`src/rtl/cbe_pkg.sv`:
```
package cbe_pkg;

    // Default pipeline shape.
    localparam int unsigned BISECTION_STEPS = 21;
    localparam int unsigned FRAC_BITS       = 16;

    // Width of every external Q0.16 field.
    localparam int unsigned FIELD_W = 17;
    localparam logic [FIELD_W-1:0] Q16_ONE = 17'h10000;

    // Register reset values.
    localparam logic [FIELD_W-1:0] RST_X1 = 17'd54395;
    localparam logic [FIELD_W-1:0] RST_Y1 = 17'd0;
    localparam logic [FIELD_W-1:0] RST_X2 = 17'd11141;
    localparam logic [FIELD_W-1:0] RST_Y2 = 17'd65536;

    // Configuration register indexes.
    localparam int unsigned CFG_IDX_W = 2;
    typedef enum logic [CFG_IDX_W-1:0] {
        REG_X1 = 2'd0,
        REG_Y1 = 2'd1,
        REG_X2 = 2'd2,
        REG_Y2 = 2'd3
    } t_cfg_idx;

    // Saturate a Q0.16 field to 1.0.
    function automatic logic [FIELD_W-1:0] sat_q16(input logic [FIELD_W-1:0] v);
        sat_q16 = (v > Q16_ONE) ? Q16_ONE : v;
    endfunction

endpackage

```
`src/rtl/cbe_curve.sv`:
```
// One evaluation of B(u) = 3*vv*u*p1 + 3*v*uu*p2 + uu*u in Q0.F, saturated to 1.0.
// Four register stages, one multiplier level per stage.
// All stages advance together under i_en; side data rides along in i_tag.
// The valid bit travels beside the tag and is cleared by reset.
module cbe_curve #(
    parameter int unsigned F     = cbe_pkg::FRAC_BITS,
    parameter int unsigned TAG_W = 1
) (
    input  logic             i_clk,
    input  logic             i_rst_n,
    input  logic             i_en,
    input  logic             i_vld,
    input  logic [F:0]       i_u,
    input  logic [F:0]       i_p1,
    input  logic [F:0]       i_p2,
    input  logic [TAG_W-1:0] i_tag,
    output logic             o_vld,
    output logic [F:0]       o_b,
    output logic [TAG_W-1:0] o_tag
);
    localparam int unsigned W = F + 1;
    localparam logic [2*W-1:0] RND = (2*W)'(1) << (F - 1);
    localparam logic [W-1:0] ONE = W'(1) << F;

    // Valid bits, one per stage.
    logic r_vld1, r_vld2, r_vld3, r_vld4;
    always_ff @(posedge i_clk) begin
        if (!i_rst_n) begin
            r_vld1 <= 1'b0;
            r_vld2 <= 1'b0;
            r_vld3 <= 1'b0;
            r_vld4 <= 1'b0;
        end else if (i_en) begin
            r_vld1 <= i_vld;
            r_vld2 <= r_vld1;
            r_vld3 <= r_vld2;
            r_vld4 <= r_vld3;
        end
    end

    // Stage 1: v*v and u*u.
    logic [W-1:0] r_u1, r_v1, r_vv1, r_uu1, r_p1_1, r_p2_1;
    logic [TAG_W-1:0] r_t1;
    logic [W-1:0] v0;
    logic [2*W-1:0] vv_f, uu_f;
    assign v0   = ONE - i_u;
    assign vv_f = v0 * v0 + RND;
    assign uu_f = i_u * i_u + RND;
    always_ff @(posedge i_clk) begin
        if (i_en) begin
            r_u1   <= i_u;
            r_v1   <= v0;
            r_vv1  <= W'(vv_f >> F);
            r_uu1  <= W'(uu_f >> F);
            r_p1_1 <= i_p1;
            r_p2_1 <= i_p2;
            r_t1   <= i_tag;
        end
    end

    // Stage 2: vv*u, v*uu, uu*u.
    logic [W-1:0] r_a2, r_b2, r_c2, r_p1_2, r_p2_2;
    logic [TAG_W-1:0] r_t2;
    logic [2*W-1:0] a_f, b_f, c_f;
    assign a_f = r_vv1 * r_u1 + RND;
    assign b_f = r_v1 * r_uu1 + RND;
    assign c_f = r_uu1 * r_u1 + RND;
    always_ff @(posedge i_clk) begin
        if (i_en) begin
            r_a2   <= W'(a_f >> F);
            r_b2   <= W'(b_f >> F);
            r_c2   <= W'(c_f >> F);
            r_p1_2 <= r_p1_1;
            r_p2_2 <= r_p2_1;
            r_t2   <= r_t1;
        end
    end

    // Stage 3: products with the control values.
    logic [W-1:0] r_a3, r_b3, r_c3;
    logic [TAG_W-1:0] r_t3;
    logic [2*W-1:0] a3_f, b3_f;
    assign a3_f = r_a2 * r_p1_2 + RND;
    assign b3_f = r_b2 * r_p2_2 + RND;
    always_ff @(posedge i_clk) begin
        if (i_en) begin
            r_a3 <= W'(a3_f >> F);
            r_b3 <= W'(b3_f >> F);
            r_c3 <= r_c2;
            r_t3 <= r_t2;
        end
    end

    // Stage 4: weighted sum and saturation.
    logic [W-1:0] r_b4;
    logic [TAG_W-1:0] r_t4;
    logic [W+2:0] sum;
    assign sum = (W+3)'(3) * ((W+3)'(r_a3) + (W+3)'(r_b3)) + (W+3)'(r_c3);
    always_ff @(posedge i_clk) begin
        if (i_en) begin
            r_b4 <= (sum > (W+3)'(ONE)) ? ONE : W'(sum);
            r_t4 <= r_t3;
        end
    end

    assign o_vld = r_vld4;
    assign o_b   = r_b4;
    assign o_tag = r_t4;
endmodule

```
`config.mk`:
```
export PLATFORM = sky130hd
export DESIGN_NAME = cbe_curve
export DESIGN_NICKNAME = d
export VERILOG_FILES = /design/src/rtl/cbe_pkg.sv /design/src/rtl/cbe_curve.sv
export SDC_FILE = /design/constraint.sdc
export NUM_CORES = 2
export LEC_CHECK = 0
export BUFFER_PORTS_ARGS = -buffer_cell sky130_fd_sc_hd__buf_2
export CORE_MARGIN = 2
export CORE_UTILIZATION = 40
export DETAILED_ROUTE_END_ITERATION = 6
export SLEW_MARGIN = 30
export SYNTH_ARGS = -nofsm -noshare
export SYNTH_HDL_FRONTEND = slang
export SYNTH_SLANG_ARGS = --single-unit
```
`constraint.sdc`:
```
create_clock -name i_clk -period 9.1 [get_ports i_clk]
set_input_delay 0.91 -clock i_clk [delete_from_list [all_inputs] [get_ports i_clk]]
set_output_delay 0.91 -clock i_clk [all_outputs]
set_load 0.01 [all_outputs]
```
==> results.sh <==
export IMPL_worst_ep_required_time_ns=9.46
export IMPL_portBuffers=74
export IMPL_synthFlopType="edfxtp_1"
export IMPL_rrSetupSlack_ns=1.54
export IMPL_core_area_um2=174000
export IMPL_run_status="completed"
export IMPL_drc=0
export IMPL_hold_start="r_c2[9]$_DFFE_PP_"
export IMPL_antenna_found_initial=1
export IMPL_seq_area_frac_synth_pct=11.2
export IMPL_path_class="input pin to register"
export IMPL_fin_crit_ns=8.43
export IMPL_tightestPinTransition_ns=1.09
export IMPL_drv_cap=0
export IMPL_die_area_um2=179000
export IMPL_slowest_delay_ns=0.49
export IMPL_fin_cells=9595
export IMPL_fin_crit_sh_pct=92.7
export IMPL_ios=75
export IMPL_dp_final_hpwl_um=135000
export IMPL_hold_buffers=0
export IMPL_detail_route_wirelength_um=166000
export IMPL_r2r_cells=22
export IMPL_post_cts_resized=0
export IMPL_cts_tree="yes"
export IMPL_fin_tns_setup_ns=0
export IMPL_synth_area_per_cell_um2=9.63
export IMPL_r2r_end="r_c2[16]$_DFFE_PP_"
export IMPL_insertion_delay_ns=0.60
export IMPL_final_cell_mix="inv_1, fa_1, nand2_1"
export IMPL_cpMostUsedCell="fa_1"
export IMPL_synthArstFlopShare_pct=0
export IMPL_die_h_um=423
export IMPL_synthDistinctLibCells=72
export IMPL_worstReg2RegStart="r_u1[3]$_DFFE_PP_"
export IMPL_synthesis_nets=9661
export IMPL_grt_pass1_vias=52300
export IMPL_finalClockSkew_ns=0.0333
export IMPL_startpoint_type="input pin"
export IMPL_cts_buffer_depth=3
export IMPL_setup_slack_ns=0.667
export IMPL_firstDrtPassIters=5
export IMPL_dp_cells=9528
export IMPL_synth_seq_cells=262
export IMPL_ctsRootBufferMaster="clkbuf_16"
export IMPL_wl_per_cell_um=17.3
export IMPL_pre_cts_slack_ns=0.163
export IMPL_hold_worst_slack_ns=0.410
export IMPL_grt_overflow=0
export IMPL_cp_end_kind="register"
export IMPL_num_rows=153
export IMPL_vias=46900
export IMPL_grt_max_degree=119
export IMPL_whs_path_depth=0
export IMPL_hold_end="r_c3[9]$_DFFE_PP_"
export IMPL_area_growth_synth_to_final_pct=6.26
export IMPL_max_freq_mhz=119
export IMPL_htreeDepth=2
export IMPL_yosys_warnings=0
export IMPL_worstPathArrival_ns=8.79
export IMPL_slew_viol_final=0
export IMPL_cts_made_buffers=36
export IMPL_hp_class="register to register"
export IMPL_num_nets_final=9630
export IMPL_synth_edf_count=258
export IMPL_slowest_stage="fa_1"
export IMPL_crit_fanout=8
export IMPL_grt_first_pass_wirelength_um=279000
export IMPL_synth_cells=7274
export IMPL_start_util_pct=40.3
export IMPL_clkSinkCount=262
export IMPL_finalSetupViolCount=0
export IMPL_clkTransAtPathRegs_ns=0.06
export IMPL_netlist_area_um2=70100
export IMPL_final_common_cell="inv_1"
export IMPL_viasPerCell=4.89
export IMPL_ant_nets=0
export IMPL_post_cts_buffers=0
export IMPL_drtIter0Drc=2438
export IMPL_gp_congestion=0.886
export IMPL_final_hold_violation_count=0
export IMPL_die_w_um=423
export IMPL_rsz0062_at_grt="no"
export IMPL_drive_gt1_share_pct=3.67
export IMPL_slew_limit_headroom_pct=27.4
export IMPL_grt_usage_pct=19.5
worst max-delay path by stage:
stage | startpoint | to | slack, ns
global route | i_u[2] | r_vv1[16]$_DFFE_PP_ | 0.16
finish | i_u[2] | r_vv1[16]$_DFFE_PP_ | 0.67
detailed placement | i_u[2] | r_vv1[16]$_DFFE_PP_ | 0.16
CTS | i_u[2] | r_vv1[16]$_DFFE_PP_ | 0.80
global placement | i_u[2] | r_vv1[16]$_DFFE_PP_ | 0.25
floorplan | i_u[1] | r_vv1[16]$_DFFE_PP_ | 0.61
per-stage QoR:
step                      util (%)  area (um^2)
after floorplan                  -        70100
after global placement        42.1        73200
after detailed placement      42.1        73300
after CTS                     42.8        74400
after global routing          42.8        74500
final                         42.8        74500
per-layer routing:
metal / global-route usage, % / routed length [um] / vias up
li1: - / - / 21500
met1: 26.3 / 73300 / 24200
met2: 33.4 / 81100 / 1082
met3: 2.53 / 8140 / 176
met4: 4.21 / 3550 / 0
met5: 0 / 0 / -
Yosys cell counts (8+ instances only):
master,instances,area share [%]
xnor2_1,138,1.7
a211oi_1,11,0.12
fa_1,1519,43
ha_1,812,14
nand3_1,32,0.23
inv_1,1837,9.8
nand2_1,960,5.1
and2_1,686,6.1
a21o_1,63,0.67
o21bai_1,13,0.14
nand4_1,16,0.14
edfxtp_1,258,11
clkinv_1,9,0.048
o21a_1,21,0.22
nor3_1,32,0.23
o21ai_1,12,0.086
nand2b_1,15,0.13
xor2_1,50,0.62
and3_1,17,0.15
nor2_1,193,1.0
a21oi_1,103,0.74
clkbuf_1,256,1.4
nor2b_1,32,0.29
a31oi_1,18,0.16
o21ai_0,54,0.39
or3_1,8,0.071
kinds of logic after synthesis:
kind of cell,synth area share [%]
AOI/OAI and AO/OA,3.27
and+or+nand+nor,13.9
muxes,0.0732
DFF,11.2
adders and majority gates,57.9
xor gates and xnor gates,2.42
buffers and inverters,11.3
critical path, delay by kind of cell:
family | cells | cell delay (ns)
AND/OR/NAND/NOR | 5 | 1.58
adder cells (fa/ha/maj) | 7 | 3.15
buffers and inverters | 5 | 0.89
AO/OA/AOI/OAI | 8 | 1.84
XOR/XNOR | 2 | 0.41
final cells by class:
cell class,count,area (um^2)
diodes,1,2.50
inverters,1851,6950
clock buffers,41,920
clock inverters,23,224
well taps,2325,2910
flip-flops and latches,262,7830
fillers,16900,99500
repair buffers,188,1300
multi-input cells,4904,54300
Power is left out: the tool's default activity adds up to more than one toggle a clock period on the data nets, which glitch-free logic cannot reach.
